File: src/hw/rtl/pbba_pkg.sv
package pbba_pkg;

  // Field widths of the item and result transfers
  localparam int JOINT_W  = 6;
  localparam int BONE_W   = 6;
  localparam int WEIGHT_W = 16;
  localparam int POS_F_W  = 32;
  localparam int EXT_W    = 31;

  // Default sizing
  localparam int BONE_SLOTS_DEF = 64;
  localparam int MAP_SLOTS_DEF  = 64;
  localparam int POS_BITS_DEF   = 32;

  typedef enum logic [1:0] {
    CMD_ADD    = 2'd0,
    CMD_SET    = 2'd1,
    CMD_CLEAR  = 2'd2,
    CMD_FINISH = 2'd3
  } cmd_t;

  typedef struct packed {
    cmd_t                        cmd;
    logic [JOINT_W-1:0]          joint_index;
    logic [BONE_W-1:0]           bone_id;
    logic signed [WEIGHT_W-1:0]  weight;
    logic signed [POS_F_W-1:0]   pos_x;
    logic signed [POS_F_W-1:0]   pos_y;
    logic signed [POS_F_W-1:0]   pos_z;
  } item_t;

  typedef struct packed {
    logic [BONE_W-1:0]          out_bone;
    logic signed [POS_F_W-1:0]  center_x;
    logic signed [POS_F_W-1:0]  center_y;
    logic signed [POS_F_W-1:0]  center_z;
    logic [EXT_W-1:0]           extent_x;
    logic [EXT_W-1:0]           extent_y;
    logic [EXT_W-1:0]           extent_z;
    logic                       is_last;
    logic                       is_empty;
  } result_t;

  // Controller to datapath commands
  typedef struct packed {
    logic cap_add;       // capture add item, read map slot
    logic map_write;     // write map slot
    logic map_clear;     // drop all map entries
    logic box_read_add;  // read box of the mapped bone
    logic box_write;     // write widened box
    logic scan_start;    // begin finish walk at bone 1
    logic scan_step;     // advance walk
    logic scan_read;     // read box at walk index
    logic pend_load;     // move fresh result to pending, emit old pending
    logic push_final;    // emit last or empty result
    logic touched_clear; // drop all boxes
  } ctrl_cmd_t;

  // Datapath to controller status
  typedef struct packed {
    logic add_ok;
    logic scan_hit;
    logic scan_end;
    logic out_free;
    logic pend_v;
  } ctrl_sts_t;

endpackage

File: src/hw/rtl/pbba_ctrl.sv
module pbba_ctrl (
  input  logic                clk,
  input  logic                rst,
  input  logic                item_valid,
  input  pbba_pkg::cmd_t      item_cmd,
  output logic                item_ready,
  input  pbba_pkg::ctrl_sts_t sts,
  output pbba_pkg::ctrl_cmd_t ctl
);
  import pbba_pkg::*;

  typedef enum logic [5:0] {
    S_IDLE  = 6'b000001,
    S_MAP   = 6'b000010,
    S_BOX   = 6'b000100,
    S_SCAN  = 6'b001000,
    S_FETCH = 6'b010000,
    S_FLUSH = 6'b100000
  } state_t;

  state_t state, state_next;

  assign item_ready = (state == S_IDLE);

  // Sequence commands
  always_comb begin
    state_next = state;
    ctl        = '0;
    unique case (state)
      S_IDLE: begin
        if (item_valid) begin
          unique case (item_cmd)
            CMD_ADD: begin
              ctl.cap_add = 1'b1;
              state_next  = S_MAP;
            end
            CMD_SET:   ctl.map_write = 1'b1;
            CMD_CLEAR: ctl.map_clear = 1'b1;
            CMD_FINISH: begin
              ctl.scan_start = 1'b1;
              state_next     = S_SCAN;
            end
            default: state_next = S_IDLE;
          endcase
        end
      end
      S_MAP: begin
        if (sts.add_ok) begin
          ctl.box_read_add = 1'b1;
          state_next       = S_BOX;
        end else begin
          state_next = S_IDLE;
        end
      end
      S_BOX: begin
        ctl.box_write = 1'b1;
        state_next    = S_IDLE;
      end
      S_SCAN: begin
        priority if (sts.scan_hit) begin
          ctl.scan_read = 1'b1;
          state_next    = S_FETCH;
        end else if (sts.scan_end) begin
          state_next = S_FLUSH;
        end else begin
          ctl.scan_step = 1'b1;
        end
      end
      S_FETCH: begin
        if (!sts.pend_v || sts.out_free) begin
          ctl.pend_load = 1'b1;
          if (sts.scan_end) begin
            state_next = S_FLUSH;
          end else begin
            ctl.scan_step = 1'b1;
            state_next    = S_SCAN;
          end
        end
      end
      S_FLUSH: begin
        if (sts.out_free) begin
          ctl.push_final    = 1'b1;
          ctl.touched_clear = 1'b1;
          state_next        = S_IDLE;
        end
      end
      default: state_next = S_IDLE;
    endcase
  end

  always_ff @(posedge clk) begin
    if (rst) begin
      state <= S_IDLE;
    end else begin
      state <= state_next;
    end
  end

  a_box_after_map: assert property (@(posedge clk) disable iff (rst)
    (state == S_BOX) |-> ($past(state) == S_MAP))
    else $error("box update without map lookup");

  a_fetch_after_scan: assert property (@(posedge clk) disable iff (rst)
    (state == S_FETCH) && ($past(state) != S_FETCH) |-> ($past(state) == S_SCAN))
    else $error("box fetch not started by walk");

endmodule

File: config.mk
export PLATFORM = sky130hd
export DESIGN_NAME = pbba_ctrl
export DESIGN_NICKNAME = d
export VERILOG_FILES = /design/src/hw/rtl/pbba_pkg.sv /design/src/hw/rtl/pbba_ctrl.sv
export SDC_FILE = /design/constraint.sdc
export NUM_CORES = 1
export LEC_CHECK = 0
export ABC_AREA = 1
export BUFFER_PORTS_ARGS = -buffer_cell sky130_fd_sc_hd__buf_2
export CAP_MARGIN = 20
export CORE_AREA = 2 2 39 41
export CTS_BUF_LIST = sky130_fd_sc_hd__clkbuf_4
export DETAILED_ROUTE_END_ITERATION = 10
export DIE_AREA = 0 0 41 43
export PLACE_DENSITY = 0.69
export SETUP_SLACK_MARGIN = 0.5
export SYNTH_ARGS = -nofsm -noshare
export SYNTH_HDL_FRONTEND = slang
export SYNTH_SLANG_ARGS = --single-unit
File: constraint.sdc
create_clock -name clk -period 1.5 [get_ports clk]
set_clock_uncertainty 0.15 [all_clocks]
set_input_delay 0.075 -clock clk [delete_from_list [all_inputs] [get_ports clk]]
set_output_delay 0.075 -clock clk [all_outputs]
set_load 0.01 [all_outputs]
Word-level counts from Yosys, hierarchy flattened

Index checks and enable logic that the tools add are counted.

Bits in registers: 6
Input port bits: 10
Logic and storage cells: 49
Output and inout port bits: 12

Equal/unequal tests: 14
Multiplexer cells: 30
Reductions and logical operators: 4

Operators with widths:

| kind               | count |
|---|---|
| $mux 6             | 6 |
| $pmux 6 s5         | 1 |
| $mux 1             | 16 |
| $pmux 6 s2         | 1 |
| $mux 3             | 3 |
| $eq 6x1->1 const B | 1 |
| $eq 6x2->1 const B | 1 |
| $eq 6x3->1 const B | 1 |
| $eq 6x4->1 const B | 1 |
| $eq 6x5->1 const B | 1 |
| $eq 6x6->1 const B | 1 |
| $ne 2x2->1 const B | 3 |
| $reduce_and 5->1   | 1 |
| $eq 2x2->1 const B | 2 |
| $mux 2             | 2 |
| $ne 3x1->1 const B | 1 |
| $ne 3x3->1 const B | 1 |
| $eq 2x1->1 const B | 1 |
| $logic_not 2->1    | 1 |
| $pmux 1 s2         | 1 |
| $logic_not 1->1    | 1 |
| $logic_or 1x1->1   | 1 |

Depth between registers and ports, before layout

Depth in word-level cells: 4
Depth in mapped cells: 9
Mapped depth without buffers: 9

Worst setup path after synthesis

Ideal clock, no wire load.

Kind: reg2reg
From: reg state[3]
To: reg state[3]
Data arrival time: 1.107 ns
Cell stages (with the launch flop): 9
Library setup time: 0.113 ns
Slack: 0.130 ns
Cells stage by stage: dfxtp_1 -> nor2_4 -> nand2_4 -> nor2_4 -> nand3_2 -> nand2_2 -> nor2_1 -> nor2_1 -> nor2_1

Cells in the longest elaborated chain, start to end: 3

Ends and longest elaborated chain:

| element                                                   | RTL line        | text |
|---|---|---|
| start: declaration                                        | pbba_ctrl.sv:21 | `state_t state, state_next;` |
| start signal: assignment                                  | pbba_ctrl.sv:95 | `state <= state_next;` |
| $eq 6x1->1 *                                              | n/a             |  |
| net item_ready                                            | pbba_ctrl.sv:6  | `output logic item_ready,` |
| $ne 3x1->1 (no line) / $ne 2x2->1 (equally long branches) | n/a             |  |
| $reduce_and 5->1 (no line)                                | n/a             |  |

Mark *: on every way through the listed nets, which the timed path passes. The rest lies on a longest branch.
A chain may end at the register's enable or synchronous reset.

==> results.cfg <==
[status]
status = finished with violations
violations = setup timing

[clocking]
cts_buffers = 3
cts.clk_slew.worst_paths_ns = 0.04
cts_buffer_depth = 2
clock-sinks = 6
htreeDepth = 1
worstSkewPairLatency_ns = 0.25
root_buffer = clkbuf_4
cts_tree = built

[synthesis]
yosysTopAreaCell = dfxtp_1
synth_top_family_by_area = simple AND/OR/NAND/NOR gates
yosys.cell_types.count = 17
netlist.area_leader.share = 0.223
synth_ff_type = dfxtp_1
synth_xor_area_frac = 0
synth_edf_count = 0
synth_cells = 91
synth_compound_area_frac = 0.0279
yosysMostFrequentCell = inv_1
synthArstFlopShare = 0
syn_area_sq_um = 538
synth_commonest_cells = 20 x inv_1, 16 x nor2_1, 15 x nand2_1
postSynthNetCount = 101
syn_area_per_cell_sq_um = 5.91
synthTopCellsByArea = dfxtp_1 22%, inv_1 14%, nor2_1 11%, nand2_1 10%, nand4_1 9.3%
ys_ff_latch = 6
synth_seq_area_share = 0.223
yosys.area_share.simple = 0.588
yosys-mux-area-fraction = 0
ys_warn_count = 0
synth_adder_area_share = 0

[layout]
largest_reg_flops = 6
diodes = 0
postLayoutCoreUtil = 0.672
regMostFlops = state
top_regs = state: 6 flops
fin_nets = 142
syn_to_final_growth_pct = 72.8
layout-drive-gt1-share = 0.569
fillers = 112

[timing]
post-route-period-util = 1.03
rsz0062_at_grt = yes
hold_ws_ns = 0.0755
clock.fmax_mhz = 650
worst_slew_pin_slew_ns = 0.223
setup_viol = 8
hold_violations = 0
slew_headroom = 0.851
slew_violations = 0
period_minus_slack_ns = 1.54
setup_slack_ns = -0.0380

[critical_path]
worstSetupStartpointType = flip-flop
cpPeakStageDelay_ns = 0.35
cp.required_ns = 1.27
crit_family = simple AND/OR/NAND/NOR gates
crit_slowest_cell = dfxtp_4
critPathBufInv = 1
crit_fanout = 4
crit_type = reg -> out
critPathArrivalTime_ns = 1.31
cp-end-kind = output port
crit_chain = nor2_4, nand2_4, nor2_4, nand2_4, nor3_2, buf_2
reg2reg_slack_ns = -0.01

[placed_design]
place_ws_ns = 0.0729
hpwl_um = 1080
place_congestion = 0.834
port_buffers = 21

[detailed_routing]
drt-total-wl_um = 1700
drc = 0
dr.first_iter.drc_count = 10
detail-route-antenna-nets = 0
avgRoutedWirePerCell_um = 11.6
vias = 707
viasPerCell = 4.84
firstDrtPassIters = 4

[power]
power.density_mw_per_mm2 = 1380
leakagePower_nw = 0.495
total_power_mw = 1.28
ir_drop_v = 0.000812

[global_route]
grt_pass1_wl_um = 2540
overflow = 0
grt_max_degree = 8
grt_antenna_before_repair = 0
track_usage = 0.207
grt_pass1_vias = 630

[job]
cap_viol_max_count = 0

[floorplan]
die_y_um = 43
core.rowCount = 14
io_pins = 22
die_w_um = 41
dieArea_sq_mm = 0.00176
initial_utilization = 0.389
core_sq_mm = 0.00138

[hold_path]
hp-class = in -> reg
-- final timing paths --
check | start | endpoint | depth (start not counted)
worst max register to register | state[5]$_SDFFE_PP0P_ | state[3]$_SDFFE_PP0P_ | 10
worst min-delay path | item_cmd[0] | state[1]$_SDFFE_PP0P_ | 4
worst min register to register | state[5]$_SDFFE_PP0P_ | state[5]$_SDFFE_PP0P_ | 2
worst max-delay path | state[5]$_SDFFE_PP0P_ | ctl[9] | 6
-- final cells by class --
type | instances | area [sq um] | share of cell area
inverter | 21 | 81.3 | 0.0875
clock buffer | 3 | 22.5 | 0.0242
sequential | 6 | 133 | 0.143
timing repair buffer | 37 | 248 | 0.266
tap | 16 | 20.0 | 0.0215
multi-input combinational | 63 | 425 | 0.458
-- cell families after synthesis --
group                  count (synthesis)
AO/OA/AOI/OAI                          3
buffers and inverters                 22
flip-flops                             6
AND/OR/NAND/NOR                       60
-- layout by cell type, fill, tap and decap left out, drive strengths merged --
cell type and count:
inv 21, nor2 21, nand4 8, dfxtp 6, dlygate4sd3 2, nand2 17
nand3 9, a21oi 1, clkbuf 3, or2 1, nor3 4, buf 35
o21ai 2
-- routing by layer --
| metal | global-route usage | wire length [um] | up-vias |
|---|---|---|---|
| met5 | 0 | 0 | - |
| met4 | 0.0200 | 0 | 0 |
| met3 | 0.0890 | 105 | 0 |
| met2 | 0.322 | 843 | 25 |
| met1 | 0.268 | 745 | 318 |
| li1 | - | - | 364 |
-- where the power goes --
part / leakage [nW] / switching [mW] / internal (mW) / total (mW)
sequential: 0.0517 / 0.0528 / 0.214 / 0.266
clock: 0.0138 / 0.0569 / 0.0904 / 0.147
combinational: 0.429 / 0.499 / 0.366 / 0.865
-- timing repair --
action | in CTS | in global routing
endpoints found under the setup margin | 18 | 18
hold endpoints to repair | 2 | 0
pin swaps | 15 | 6
hold buffers | 2 | 0
resized for setup | 18 | 5
setup buffers | 11 | 2
-- worst reg2reg max path: stages (launching register included) --
cell and delay, ns:
dfxtp_4 0.35, nor2_4 0.19, nand2_4 0.07, nor2_4 0.13, buf_4 0.14, nand3_2 0.08, nand2_4 0.10, inv_2 0.04
nand3_1 0.06, nand2_1 0.05, nor2_1 0.08
-- per-stage QoR --
stage                     std cells  cell area [sq um]  TNS [ns]
after floorplan                  91                577         0
after global placement          128                702         0
after detailed placement        128                702         0
after CTS                       144                893   -0.0773
after global routing            146                930    -0.960
final                           146                930    -0.136
No activity file was read; power rests on OpenSTA's default activity.
